$ cat config.mk
export PLATFORM = sky130hd
export DESIGN_NAME = bytea_text_input_decoder_top_flat
export DESIGN_NICKNAME = d
export VERILOG_FILES = /design/src/hdl/btid_pkg.sv /design/src/hdl/btid_in_if.sv /design/src/hdl/btid_out_if.sv /design/src/hdl/btid_in_stage.sv /design/src/hdl/btid_core.sv /design/src/hdl/btid_out_stage.sv /design/src/hdl/bytea_text_input_decoder_top.sv /design/src/flat_wrapper.sv
export VERILOG_INCLUDE_DIRS = /design/src /design/src/hdl
export SDC_FILE = /design/constraint.sdc
export NUM_CORES = 1
export LEC_CHECK = 0
export ABC_AREA = 1
export BUFFER_PORTS_ARGS = -buffer_cell sky130_fd_sc_hd__buf_2
export CAP_MARGIN = 40
export CORE_UTILIZATION = 60
export CTS_BUF_LIST = sky130_fd_sc_hd__clkbuf_4
export DETAILED_ROUTE_END_ITERATION = 16
export PLACE_DENSITY = 0.83
export SKIP_LAST_GASP = 1
export SLEW_MARGIN = 5
export SYNTH_ARGS = -nofsm -noshare
export SYNTH_HDL_FRONTEND = slang
export SYNTH_SLANG_ARGS = --single-unit
$ cat constraint.sdc
create_clock -name i_clk -period 6.6 [get_ports i_clk]
set_input_delay 0.33 -clock i_clk [delete_from_list [all_inputs] [get_ports i_clk]]
set_output_delay 0.33 -clock i_clk [all_outputs]
set_load 0.005 [all_outputs]
$ cat src/hdl/bytea_text_input_decoder_top_defines.svh
// Assertion macros for the bytea text decoder.
// Depends on nothing; included by the modules that check their own logic.
`ifndef BYTEA_TEXT_INPUT_DECODER_TOP_DEFINES_SVH
`define BYTEA_TEXT_INPUT_DECODER_TOP_DEFINES_SVH

// Same-cycle implication, checked outside reset.
`define BTID_ASSERT_NOW(label, clk, rst_n, ante, cons) \
    label: assert property (@(posedge clk) disable iff (!rst_n) (ante) |-> (cons)) \
        else $error("btid assertion failed");

// Next-cycle implication, checked outside reset.
`define BTID_ASSERT_NEXT(label, clk, rst_n, ante, cons) \
    label: assert property (@(posedge clk) disable iff (!rst_n) (ante) |=> (cons)) \
        else $error("btid assertion failed");

`endif

$ cat src/hdl/btid_pkg.sv
// Shared types and constants for the bytea text decoder.
// Depends on nothing.
package btid_pkg;

    localparam logic [7:0] CH_BSLASH = 8'h5C;
    localparam logic [7:0] CH_X      = 8'h78;
    localparam logic [7:0] CH_ZERO   = 8'h30;
    localparam logic [7:0] CH_THREE  = 8'h33;
    localparam logic [7:0] CH_SEVEN  = 8'h37;

    typedef enum logic [1:0] {
        ERR_NONE   = 2'd0,
        ERR_HEX    = 2'd1,
        ERR_ODD    = 2'd2,
        ERR_SYNTAX = 2'd3
    } t_err;

    typedef struct packed {
        logic [7:0] char_in;
        logic       last_char;
    } t_in_item;

    typedef struct packed {
        logic       has_result;
        logic [7:0] data_byte;
        logic       byte_valid;
        logic       end_of_string;
        t_err       error_code;
    } t_result;

endpackage

$ cat src/hdl/btid_in_if.sv
// Character channel of the bytea text decoder.
// Depends on nothing.
interface btid_in_if;
    logic       valid;
    logic       ready;
    logic [7:0] char_in;
    logic       last_char;

    modport source (output valid, output char_in, output last_char, input ready);
    modport sink   (input valid, input char_in, input last_char, output ready);
endinterface

$ cat src/hdl/btid_out_if.sv
// Result channel of the bytea text decoder.
// Depends on nothing.
interface btid_out_if;
    logic       valid;
    logic       ready;
    logic [7:0] data_byte;
    logic       byte_valid;
    logic       end_of_string;
    logic [1:0] error_code;

    modport source (output valid, output data_byte, output byte_valid,
                    output end_of_string, output error_code, input ready);
    modport sink   (input valid, input data_byte, input byte_valid,
                    input end_of_string, input error_code, output ready);
endinterface

$ cat src/hdl/btid_in_stage.sv
// Input register of the bytea text decoder.
// Depends on btid_pkg and btid_in_if.
module btid_in_stage (
    input  logic              i_clk,
    input  logic              i_rst_n,
    btid_in_if.sink           i_in,
    input  logic              i_take,
    output logic              o_valid,
    output btid_pkg::t_in_item o_item
);
    import btid_pkg::*;

    logic     r_valid;
    t_in_item r_item;
    logic     accept;

    assign i_in.ready = !r_valid || i_take;
    assign accept     = i_in.valid && i_in.ready;

    always_ff @(posedge i_clk) begin
        if (!i_rst_n) begin
            r_valid <= 1'b0;
        end else if (accept) begin
            r_valid <= 1'b1;
        end else if (i_take) begin
            r_valid <= 1'b0;
        end
    end

    always_ff @(posedge i_clk) begin
        if (accept) begin
            r_item.char_in   <= i_in.char_in;
            r_item.last_char <= i_in.last_char;
        end
    end

    assign o_valid = r_valid;
    assign o_item  = r_item;
endmodule

$ cat src/hdl/btid_core.sv
// Parse state and per-character decode of the bytea text decoder.
// Depends on btid_pkg and the assertion macro header.
module btid_core (
    input  logic               i_clk,
    input  logic               i_rst_n,
    input  logic               i_fire,
    input  btid_pkg::t_in_item i_item,
    output btid_pkg::t_result  o_res
);
    import btid_pkg::*;
    `include "bytea_text_input_decoder_top_defines.svh"

    typedef enum logic [2:0] {
        PH_START  = 3'd0,
        PH_PFX_BS = 3'd1,
        PH_HEX_A  = 3'd2,
        PH_HEX_B  = 3'd3,
        PH_PLAIN  = 3'd4,
        PH_ESC_BS = 3'd5,
        PH_OCT_1  = 3'd6,
        PH_OCT_2  = 3'd7
    } t_phase;

    typedef enum logic [1:0] {
        K_HOLD,
        K_GIVE,
        K_QUIET,
        K_FAIL
    } t_kind;

    t_phase     r_phase, n_phase;
    logic [7:0] r_held,  n_held;
    logic       r_drain, n_drain;

    t_kind      kind;
    t_phase     nxt;
    logic [7:0] held_nxt;
    logic [7:0] give_byte;
    t_err       fail_err;

    logic [7:0] c;
    logic       last;
    logic       is_space, is_oct, is_low_oct, hex_ok;
    logic [3:0] hex_v;

    assign c    = i_item.char_in;
    assign last = i_item.last_char;

    assign is_space   = (c == 8'h20) || (c == 8'h09) || (c == 8'h0A) || (c == 8'h0D);
    assign is_oct     = (c >= CH_ZERO) && (c <= CH_SEVEN);
    assign is_low_oct = (c >= CH_ZERO) && (c <= CH_THREE);

    always_comb begin
        hex_ok = 1'b1;
        hex_v  = 4'd0;
        if (c >= 8'h30 && c <= 8'h39) begin
            hex_v = c[3:0];
        end else if ((c >= 8'h61 && c <= 8'h66) || (c >= 8'h41 && c <= 8'h46)) begin
            hex_v = c[3:0] + 4'd9;
        end else begin
            hex_ok = 1'b0;
        end
    end

    always_comb begin
        kind      = K_HOLD;
        nxt       = r_phase;
        held_nxt  = r_held;
        give_byte = 8'd0;
        fail_err  = ERR_NONE;
        case (r_phase)
            PH_PFX_BS, PH_ESC_BS: begin
                if (r_phase == PH_PFX_BS && c == CH_X) begin
                    kind = K_QUIET;
                    nxt  = PH_HEX_A;
                end else if (c == CH_BSLASH) begin
                    kind      = K_GIVE;
                    give_byte = CH_BSLASH;
                    nxt       = PH_PLAIN;
                end else if (is_low_oct && !last) begin
                    held_nxt = {c[1:0], 6'd0};
                    nxt      = PH_OCT_1;
                end else begin
                    kind     = K_FAIL;
                    fail_err = ERR_SYNTAX;
                end
            end
            PH_HEX_A: begin
                if (is_space) begin
                    kind = K_QUIET;
                    nxt  = PH_HEX_A;
                end else if (!hex_ok) begin
                    kind     = K_FAIL;
                    fail_err = ERR_HEX;
                end else if (last) begin
                    kind     = K_FAIL;
                    fail_err = ERR_ODD;
                end else begin
                    held_nxt = {hex_v, 4'd0};
                    nxt      = PH_HEX_B;
                end
            end
            PH_HEX_B: begin
                if (!hex_ok) begin
                    kind     = K_FAIL;
                    fail_err = ERR_HEX;
                end else begin
                    kind      = K_GIVE;
                    give_byte = r_held | {4'd0, hex_v};
                    nxt       = PH_HEX_A;
                end
            end
            PH_PLAIN: begin
                if (c == CH_BSLASH) begin
                    if (last) begin
                        kind     = K_FAIL;
                        fail_err = ERR_SYNTAX;
                    end else begin
                        nxt = PH_ESC_BS;
                    end
                end else begin
                    kind      = K_GIVE;
                    give_byte = c;
                    nxt       = PH_PLAIN;
                end
            end
            PH_OCT_1: begin
                if (!is_oct || last) begin
                    kind     = K_FAIL;
                    fail_err = ERR_SYNTAX;
                end else begin
                    held_nxt = r_held | {2'd0, c[2:0], 3'd0};
                    nxt      = PH_OCT_2;
                end
            end
            PH_OCT_2: begin
                if (!is_oct) begin
                    kind     = K_FAIL;
                    fail_err = ERR_SYNTAX;
                end else begin
                    kind      = K_GIVE;
                    give_byte = r_held | {5'd0, c[2:0]};
                    nxt       = PH_PLAIN;
                end
            end
            default: begin
                if (c == CH_BSLASH) begin
                    if (last) begin
                        kind     = K_FAIL;
                        fail_err = ERR_SYNTAX;
                    end else begin
                        nxt = PH_PFX_BS;
                    end
                end else begin
                    kind      = K_GIVE;
                    give_byte = c;
                    nxt       = PH_PLAIN;
                end
            end
        endcase
    end

    always_comb begin
        n_phase = r_phase;
        n_held  = r_held;
        n_drain = r_drain;
        o_res   = '{has_result: 1'b0, data_byte: 8'd0, byte_valid: 1'b0,
                    end_of_string: 1'b0, error_code: ERR_NONE};
        if (r_drain) begin
            if (last) begin
                n_drain = 1'b0;
                n_phase = PH_START;
                n_held  = 8'd0;
            end
        end else begin
            case (kind)
                K_HOLD: begin
                    n_phase = nxt;
                    n_held  = held_nxt;
                end
                K_GIVE: begin
                    o_res.has_result    = 1'b1;
                    o_res.data_byte     = give_byte;
                    o_res.byte_valid    = 1'b1;
                    o_res.end_of_string = last;
                    if (last) begin
                        n_phase = PH_START;
                        n_held  = 8'd0;
                    end else begin
                        n_phase = nxt;
                    end
                end
                K_QUIET: begin
                    if (last) begin
                        o_res.has_result    = 1'b1;
                        o_res.end_of_string = 1'b1;
                        n_phase             = PH_START;
                        n_held              = 8'd0;
                    end else begin
                        n_phase = nxt;
                    end
                end
                K_FAIL: begin
                    o_res.has_result    = 1'b1;
                    o_res.end_of_string = 1'b1;
                    o_res.error_code    = fail_err;
                    n_phase             = PH_START;
                    n_held              = 8'd0;
                    n_drain             = !last;
                end
                default: begin
                    n_phase = PH_START;
                    n_held  = 8'd0;
                end
            endcase
        end
    end

    always_ff @(posedge i_clk) begin
        if (!i_rst_n) begin
            r_phase <= PH_START;
            r_held  <= 8'd0;
            r_drain <= 1'b0;
        end else if (i_fire) begin
            r_phase <= n_phase;
            r_held  <= n_held;
            r_drain <= n_drain;
        end
    end

    `BTID_ASSERT_NOW(a_drain_silent, i_clk, i_rst_n, i_fire && r_drain, !o_res.has_result)
    `BTID_ASSERT_NEXT(a_err_starts_drain, i_clk, i_rst_n,
        i_fire && o_res.error_code != ERR_NONE && !last, r_drain)
    `BTID_ASSERT_NEXT(a_last_restarts, i_clk, i_rst_n,
        i_fire && last, r_phase == PH_START && !r_drain)
endmodule

$ cat src/hdl/btid_out_stage.sv
// Result register of the bytea text decoder.
// Depends on btid_pkg and btid_out_if.
module btid_out_stage (
    input  logic              i_clk,
    input  logic              i_rst_n,
    input  logic              i_load,
    input  btid_pkg::t_result i_res,
    output logic              o_free,
    btid_out_if.source        o_out
);
    import btid_pkg::*;

    logic    r_valid;
    t_result r_res;

    assign o_free = !r_valid || o_out.ready;

    always_ff @(posedge i_clk) begin
        if (!i_rst_n) begin
            r_valid <= 1'b0;
        end else if (i_load) begin
            r_valid <= 1'b1;
        end else if (o_out.ready) begin
            r_valid <= 1'b0;
        end
    end

    always_ff @(posedge i_clk) begin
        if (i_load) begin
            r_res <= i_res;
        end
    end

    assign o_out.valid         = r_valid;
    assign o_out.data_byte     = r_res.data_byte;
    assign o_out.byte_valid    = r_res.byte_valid;
    assign o_out.end_of_string = r_res.end_of_string;
    assign o_out.error_code    = r_res.error_code;
endmodule

$ cat src/hdl/bytea_text_input_decoder_top.sv
// Channel     | Dir | Payload                                              | Transaction
// i_in        | in  | char_in[7:0], last_char                              | valid & ready
// o_out       | out | data_byte[7:0], byte_valid, end_of_string, err[1:0] | valid & ready
//
// One character per cycle while no result is stalled. A character is registered in the
// input register and its result in the result register; the path between them, through
// the parse-state update, sets the rate. Reset is synchronous, active low, and returns
// to the start of a string. A stalled result blocks only a character that would produce
// a result. Top level of the bytea text decoder. Depends on btid_pkg, btid_in_if,
// btid_out_if, btid_in_stage, btid_core, btid_out_stage and the assertion macro header.
module bytea_text_input_decoder_top (
    input  logic       i_clk,
    input  logic       i_rst_n,
    btid_in_if.sink    i_in,
    btid_out_if.source o_out
);
    import btid_pkg::*;
    `include "bytea_text_input_decoder_top_defines.svh"

    logic     stage_valid;
    t_in_item stage_item;
    t_result  res;
    logic     out_free;
    logic     take;

    assign take = stage_valid && (!res.has_result || out_free);

    btid_in_stage u_in (
        .i_clk   (i_clk),
        .i_rst_n (i_rst_n),
        .i_in    (i_in),
        .i_take  (take),
        .o_valid (stage_valid),
        .o_item  (stage_item)
    );

    btid_core u_core (
        .i_clk   (i_clk),
        .i_rst_n (i_rst_n),
        .i_fire  (take),
        .i_item  (stage_item),
        .o_res   (res)
    );

    btid_out_stage u_out (
        .i_clk   (i_clk),
        .i_rst_n (i_rst_n),
        .i_load  (take && res.has_result),
        .i_res   (res),
        .o_free  (out_free),
        .o_out   (o_out)
    );

    `BTID_ASSERT_NOW(a_err_closes, i_clk, i_rst_n,
        o_out.valid && o_out.error_code != ERR_NONE, o_out.end_of_string && !o_out.byte_valid)
    `BTID_ASSERT_NOW(a_byte_no_err, i_clk, i_rst_n,
        o_out.valid && o_out.byte_valid, o_out.error_code == ERR_NONE)
    `BTID_ASSERT_NOW(a_stall_blocks, i_clk, i_rst_n,
        stage_valid && res.has_result && o_out.valid && !o_out.ready, !i_in.ready)
endmodule
$ cat src/flat_wrapper.sv
// flat-port wrapper written by rule: the top's interface ports become plain ports
module bytea_text_input_decoder_top_flat import btid_pkg::*;
  (i_clk, i_rst_n, i_in_valid, i_in_char_in, i_in_last_char, i_in_ready, o_out_valid, o_out_data_byte, o_out_byte_valid, o_out_end_of_string, o_out_error_code, o_out_ready);
  btid_in_if i_in_i ();
  btid_out_if o_out_i ();
  input  logic i_clk;
  input  logic i_rst_n;
  input wire logic [$bits(i_in_i.valid)-1:0] i_in_valid;
  input wire logic [$bits(i_in_i.char_in)-1:0] i_in_char_in;
  input wire logic [$bits(i_in_i.last_char)-1:0] i_in_last_char;
  output wire logic [$bits(i_in_i.ready)-1:0] i_in_ready;
  output wire logic [$bits(o_out_i.valid)-1:0] o_out_valid;
  output wire logic [$bits(o_out_i.data_byte)-1:0] o_out_data_byte;
  output wire logic [$bits(o_out_i.byte_valid)-1:0] o_out_byte_valid;
  output wire logic [$bits(o_out_i.end_of_string)-1:0] o_out_end_of_string;
  output wire logic [$bits(o_out_i.error_code)-1:0] o_out_error_code;
  input wire logic [$bits(o_out_i.ready)-1:0] o_out_ready;
  assign i_in_i.valid = i_in_valid;
  assign i_in_i.char_in = i_in_char_in;
  assign i_in_i.last_char = i_in_last_char;
  assign i_in_ready = i_in_i.ready;
  assign o_out_valid = o_out_i.valid;
  assign o_out_data_byte = o_out_i.data_byte;
  assign o_out_byte_valid = o_out_i.byte_valid;
  assign o_out_end_of_string = o_out_i.end_of_string;
  assign o_out_error_code = o_out_i.error_code;
  assign o_out_i.ready = o_out_ready;
  bytea_text_input_decoder_top u_core (.i_clk(i_clk), .i_rst_n(i_rst_n), .i_in(i_in_i), .o_out(o_out_i));
endmodule
# Word level (Yosys, flattened, before mapping)
# Index checks and enable logic that the tools add are counted.
# classes
addsub	1
magnitude_cmp	8
eq_ne	25
muxes	72
bitwise_logic	5
reduce_logical	34
# op_table
cell	count
two-way mux 8 bit	12
two-way mux 3 bit	16
one-hot mux 8 bit (3 select lines)	2
two-way mux 2 bit	18
one-hot mux 8 bit (4 select lines)	1
!= test 4 bit (second input constant)	7
== test 8 x 4 -> 1 bit (second input constant)	3
less-or-equal comparator 8 x 6 -> 1 bit (second input constant)	3
one-hot mux 2 bit (5 select lines)	2
one-hot mux 3 bit (6 select lines)	1
== test 8 x 7 -> 1 bit (second input constant)	2
greater-or-equal comparator 8 x 7 -> 1 bit (second input constant)	2
less-or-equal comparator 8 x 7 -> 1 bit (second input constant)	2
two-way mux 7 bit	2
two-way mux 13 bit	1
== test 3 bit (second input constant)	4
OR reduction 2 bit	6
two-way mux 1 bit	11
logical AND 1 bit	10
two-way mux 9 bit	1
one-hot mux 3 bit (3 select lines)	1
AND reduction 9 bit	1
== test 8 x 6 -> 1 bit (second input constant)	1
greater-or-equal comparator 8 x 6 -> 1 bit (second input constant)	1
other kinds (19)	35
# totals
regBits	35
in_bits	13
output_inout_bits	14
wordCells	156

# Depth between registers and ports, before layout
# logic_depth
word_depth	18
depth_mapped	22

# By module
# From an unflattened synthesis, not the netlist that was laid out.
# unflattened
cells_unflattened	342
area_unflattened_um2	2533.7
# modules_own_cells
mod	n_inst	cells_per_inst	area_per_inst_um2	seq_area_each_um2
btid_core	1	303	1780.5	240.2
btid_out_stage	1	18	406.6	380.4
btid_in_stage	1	16	321.6	290.3
bytea_text_input_decoder_top	1	5	25.0	0.0

# Worst setup path before layout
# OpenSTA, ideal clock, no wires.
# synth_timing
kind	register -> register
startpoint	reg u_core.u_in.r_item, in the netlist u_core.u_in.o_item[1]
endpoint	reg u_core.u_out.r_res, in the netlist u_core.u_out.o_out.byte_valid (enable)
setup_time_ns	0.344
arrival_time_ns	2.542
path_slack_ns	3.714
stages_incl_launch_ff	18
path_buffers	0
path_cell_list	edfxtp_1 -> inv_1 -> ha_1 -> nand2_1 -> nand3_2 -> nand2_4 -> nand2_2 -> nand2_2 -> a211oi_2 -> nand3_1 -> ha_1 -> inv_1 -> nand3_1 -> nand4_1 -> nand2_1 -> inv_1 -> nand2_1 -> inv_1
# synth_via
elab_chain_len	16
word_cells_on_any_way	49
classes_between	order compare: 8; eq/ne: 9; mux: 14; reduce/logical: 18
# synth_rtl
element	line_no	source
start, declared	btid_in_stage.sv:14	t_in_item r_item;
greater-or-equal comparator 8 x 7 -> 1 bit or less-or-equal comparator 8 x 7 -> 1 bit (tied branches)	btid_core.sv:58	end else if ((c >= 8'h61 && c <= 8'h66) || (c >= 8'h41 && c <= 8'h46)) begin
logical AND 1 bit	btid_core.sv:58	
logical OR 1 bit	btid_core.sv:58	
two-way mux 1 bit	btid_core.sv:58	
two-way mux 1 bit	btid_core.sv:56	if (c >= 8'h30 && c <= 8'h39) begin
two-way mux 2 bit	btid_core.sv:92	end else if (!hex_ok) begin
two-way mux 2 bit	btid_core.sv:89	if (is_space) begin
one-hot mux 2 bit (5 select lines) (*)	btid_core.sv:71	case (r_phase)
== test 2 bit or == test 2 x 1 -> 1 bit (tied branches)	btid_core.sv:176	case (kind)
OR reduction 2 bit (no source line)	n/a	
one-hot mux 1 bit (2 select lines) (*)	btid_core.sv:176	
two-way mux 13 bit (*)	btid_core.sv:169	if (r_drain) begin
zero test 1 bit	bytea_text_input_decoder_top.sv:26	assign take = stage_valid && (!res.has_result || out_free);
logical OR 1 bit	bytea_text_input_decoder_top.sv:26	
logical AND 1 bit	bytea_text_input_decoder_top.sv:26	
logical AND 1 bit (*)	bytea_text_input_decoder_top.sv:48	.i_load (take && res.has_result),
net u_core.u_out.i_load	btid_out_stage.sv:6	input logic i_load,
end signal, assigned	btid_out_stage.sv:30	r_res <= i_res;
end, declared	btid_out_stage.sv:14	t_result r_res;
# Mark *: on every way through the listed nets, which the timed path passes. The rest lies on a longest branch.
# A chain may end at the register's enable or synchronous reset.

# Final worst setup path
# layout_timing
startpoint	reg u_core.u_in.r_item, in the netlist u_core.u_in.o_item[1]
endpoint	out i_in_ready
# layout_via
elab_chain_len	16
word_cells_on_any_way	49
classes_between	order compare: 8; eq/ne: 9; mux: 14; reduce/logical: 18
# layout_rtl
element	line_no	source
greater-or-equal comparator 8 x 7 -> 1 bit or less-or-equal comparator 8 x 7 -> 1 bit (tied branches)	btid_core.sv:58	
logical AND 1 bit	btid_core.sv:58	
logical OR 1 bit	btid_core.sv:58	
two-way mux 1 bit	btid_core.sv:58	
two-way mux 1 bit	btid_core.sv:56	
two-way mux 2 bit	btid_core.sv:92	
two-way mux 2 bit	btid_core.sv:89	
one-hot mux 2 bit (5 select lines) (*)	btid_core.sv:71	
== test 2 bit or == test 2 x 1 -> 1 bit (tied branches)	btid_core.sv:176	
OR reduction 2 bit (no source line)	n/a	
one-hot mux 1 bit (2 select lines) (*)	btid_core.sv:176	
two-way mux 13 bit (*)	btid_core.sv:169	
zero test 1 bit (*)	bytea_text_input_decoder_top.sv:26	
logical OR 1 bit (*)	bytea_text_input_decoder_top.sv:26	
logical AND 1 bit (*)	bytea_text_input_decoder_top.sv:26	
logical OR 1 bit (*)	btid_in_stage.sv:17	assign i_in.ready = !r_valid || i_take;
end, declared	flat_wrapper.sv:11	output wire logic [$bits(i_in_i.ready)-1:0] i_in_ready;
# Every way passes the cells marked *; elsewhere a longest branch is shown, timed or not.

==> run summary <==
=====================================================================================
Run status                                                               complete, no violations
Cell chain of the critical path                                          inv_1, ha_1, nand2_1, nand3_2, nand2_4, nand2_2, nand2_2, inv_1, o211ai_1, nand2_1, inv_1, ha_1, inv_1, nand3_1, nand2_1, nor2_1, nand4_1, buf_2
Count of pins on the block boundary                                                27
Pin count of the biggest net entering global routing                               18
Commonest cells after routing, fill and taps aside                       88 x sky130_fd_sc_hd__nand2_1, 51 x sky130_fd_sc_hd__inv_1, 38 x sky130_fd_sc_hd__nor2_1, 27 x sky130_fd_sc_hd__nand3_1, 26 x sky130_fd_sc_hd__buf_2
Syn avg cell area                                                            7.22 um2
Highest Clock Rate                                                            277 MHz
Routed length on met2                                                         3220 um
Total congestion overflow after global routing                                      0
Clock latency reported for the late side of the worst-skew pair               0.36 ns
Antenna violations before repair                                                    0
Synth Net Count                                                                   393
Power Dens Cells                                                           173 nW/um2
Cell count after synthesis                                                        371
DR WL met3                                                                     795 um
Number of antenna repair diodes                                                     0
Area of the mapped netlist                                                   2680 um2
Mux contribution to synthesized area                                               0%
First-pass GRT wire length                                                  11,400 um
Total leakage power                                                           1.41 nW
Post-CTS Setup Repair Bufs                                                          0
Final instance count without filler cells                                         450
Remaining design rule violation count                                               0
Number of global-route vias before repair                                       2,455
Clock-pin slew of the registers on the worst-case setup and hold paths        0.11 ns
Fraction of the mapped netlist area in simple logic gates                       37.5%
Endpoints failing hold                                                              0
Share of the yosys chip area belonging to registers                             34.0%
Arrival time at the worst endpoint                                            3.28 ns
Most common cell after layout, fill and taps aside                       sky130_fd_sc_hd__nand2_1
H-tree levels                                                                       2
DRT iter0 DRCs                                                                    375
Total wirelength of the detailed-routed design                                7010 um
Unique cell type count in the Yosys netlist                                        37
Kind of critical path                                                      reg -> out
Count of endpoints failing setup in the final report                                0
Worst clock skew                                                            0.0105 ns
Std-Cell Rows                                                                      23
Hold buffer count at cts                                                            0
Number of cells in the design after placement                                     442
Compound-Gate Fraction of Synth Area                                            13.4%
Share of cells above drive strength 1                                           21.3%
Crit path max-delay cell type                                            sky130_fd_sc_hd__edfxtp_1
Largest family of logic cells by synthesized area                        simple AND/OR/NAND/NOR gates
Most repeated library cell on the critical path                          sky130_fd_sc_hd__inv_1
Count of maximum capacitance violations                                             0
Count of cells resized by post-cts repair                                           0
Weighted congestion at the end of routability-driven global placement            1.02
CP Launch Type                                                              flip-flop
Number of nets in the final layout                                                421
Share of Yosys cell area claimed by the top area cell type                      23.6%
Avg Vias per Cell                                                                5.82
FF+latch count, synth                                                              35
Cts bufs inserted                                                                   5
Total global routing track utilization                                          33.6%
Stage delay of the slowest cell on the critical path                          0.56 ns
Slew at the pin closest to its max-slew limit                                0.548 ns
Routed len/inst                                                               15.6 um
Worst Path Required                                                           6.27 ns
Setup total negative slack                                                       0 ns
Post-Synth Adder-Cell Area                                                      4.21%
Clock tree root buffer cell                                              sky130_fd_sc_hd__clkbuf_4
Area growth, synth to finish                                                    9.67%
Final ANT Viol Nets                                                                 0
Largest vdd supply drop                                                        139 uV
Warnings from Yosys                                                                 0
Critical path capture point type                                         primary output
Slew HR                                                                         63.4%
Maximum clock path buffer count                                                     2
Area leader, netlist                                                     sky130_fd_sc_hd__edfxtp_1
Class of the most critical hold timing path                                 in -> reg
WP buf/inv                                                                          5
Die W                                                                         68.8 um
DRT met1 WL                                                                   2760 um
RSZ-0062 raised after global routing                                            false
Die Area                                                                     4730 um2
Routed via count                                                                2,617
Largest fanout of any net on the critical path                                      8
Port buffer count                                                                  26
Cell types occupying the most area after synthesis                       sky130_fd_sc_hd__edfxtp_1 24%, sky130_fd_sc_hd__nand2_1 12%, sky130_fd_sc_hd__dfxtp_1 10%
Share of the synthesized netlist area taken by xor and xnor gates              0.327%
Hold WS                                                                      0.140 ns
HPWL after DPL                                                                5360 um
Fraction of the cycle the final worst path needs                                54.7%
Post-layout min period                                                        3.61 ns
Number of iterations in the first detailed-routing pass                             5
Number of pins with negative max-slew slack in the final report                     0
Effective utilization at floorplan                                              64.6%
Kind of cell with the highest combined delay on the critical path        simple AND/OR/NAND/NOR gates
Highest routed layer                                                             met4
Die Height                                                                    68.8 um
Area of the placeable core                                                   4140 um2
Clock sinks                                                                        35
Clock tree from TritonCTS                                                         yes
=====================================================================================
## synth_stat cells, drive strengths merged
master / number
a21boi: 1
clkbuf: 1
ha: 9
o211ai: 5
o21ai: 24
xor2: 1
nor3: 5
nor2: 47
inv: 64
buf: 4
a21oi: 19
o21bai: 1
o22ai: 1
nand4: 7
dfxtp: 14
a211oi: 3
edfxtp: 21
nand3: 35
nand2: 102
a31oi: 7
## routing by layer
layer / GRT usage, % / vias to the layer above
met2: 53.9 / 181
met3: 5.76 / 25
met4: 17.6 / 0
li1: - / 1268
met1: 43.0 / 1143
met5: 0 / -
## cell families (layout without fill, tap and decap cells)
family                     after synthesis  after routing
xor gates and xnor gates                 1              1
and+or+nand+nor                        196            196
buffers and inverters                   69             98
DFF                                     35             35
AOI/OAI and AO/OA                       61             61
adders and majority gates                9              9
## layout make-up
type	count	area [um2]
clock buffers	5	37.5
clock inverters	3	67.6
fillers	359	1210
inverters	64	245
multi-input cells	267	1480
flip-flops and latches	35	911
well taps	50	62.6
repair buffers	26	130
## report_power, final
group / total (W) / leakage [nW] / switching [W] / internal, W
registers: 0.000253 / 0.313 / 0.0000107 / 0.000242
clock network: 0.000197 / 0.0514 / 0.0000791 / 0.000118
logic: 0.0000582 / 1.04 / 0.0000387 / 0.0000196
total: 0.000508 / 1.41 / 0.000128 / 0.000379
## final timing paths
kind	start	end	slack, ns	cells after the start
min	i_in_char_in[7]	u_core.u_in.o_item[8]	0.14	1
max reg2reg	u_core.u_in.o_item[1]	u_core.u_out.o_out.error_code[0]	3.03	16
max	u_core.u_in.o_item[1]	i_in_ready	2.99	18
min reg2reg	u_core.u_out.o_out.valid	u_core.u_out.o_out.valid	0.53	2
## sequential cells by signal, indices dropped and copies added, names as in the netlist
| signal | flops |
|---|---|
| u_core.u_core.r_drain | 1 |
| u_core.u_out.o_out.byte_valid | 1 |
| u_core.u_core.r_phase | 3 |
| u_core.u_in.o_item | 9 |
| u_core.u_in.o_valid | 1 |
| u_core.u_out.o_out.valid | 1 |
| u_core.u_out.o_out.error_code | 2 |
| u_core.u_out.o_out.end_of_string | 1 |
| u_core.u_out.o_out.data_byte | 8 |
| u_core.u_core.r_held | 8 |
## metrics by stage
stage	total power (W)	worst slack, ns	utilization (%)	instance area (um2)
after floorplan	0.000295	3.71	-	2680
after global placement	0.000313	3.23	68.3	2830
after CTS	0.000507	3.06	70.9	2940
after global routing	0.000524	2.66	70.9	2940
after detailed placement	0.000314	3.10	68.3	2830
final	0.000508	2.99	70.9	2940
(Power assumes the default switching activity.)
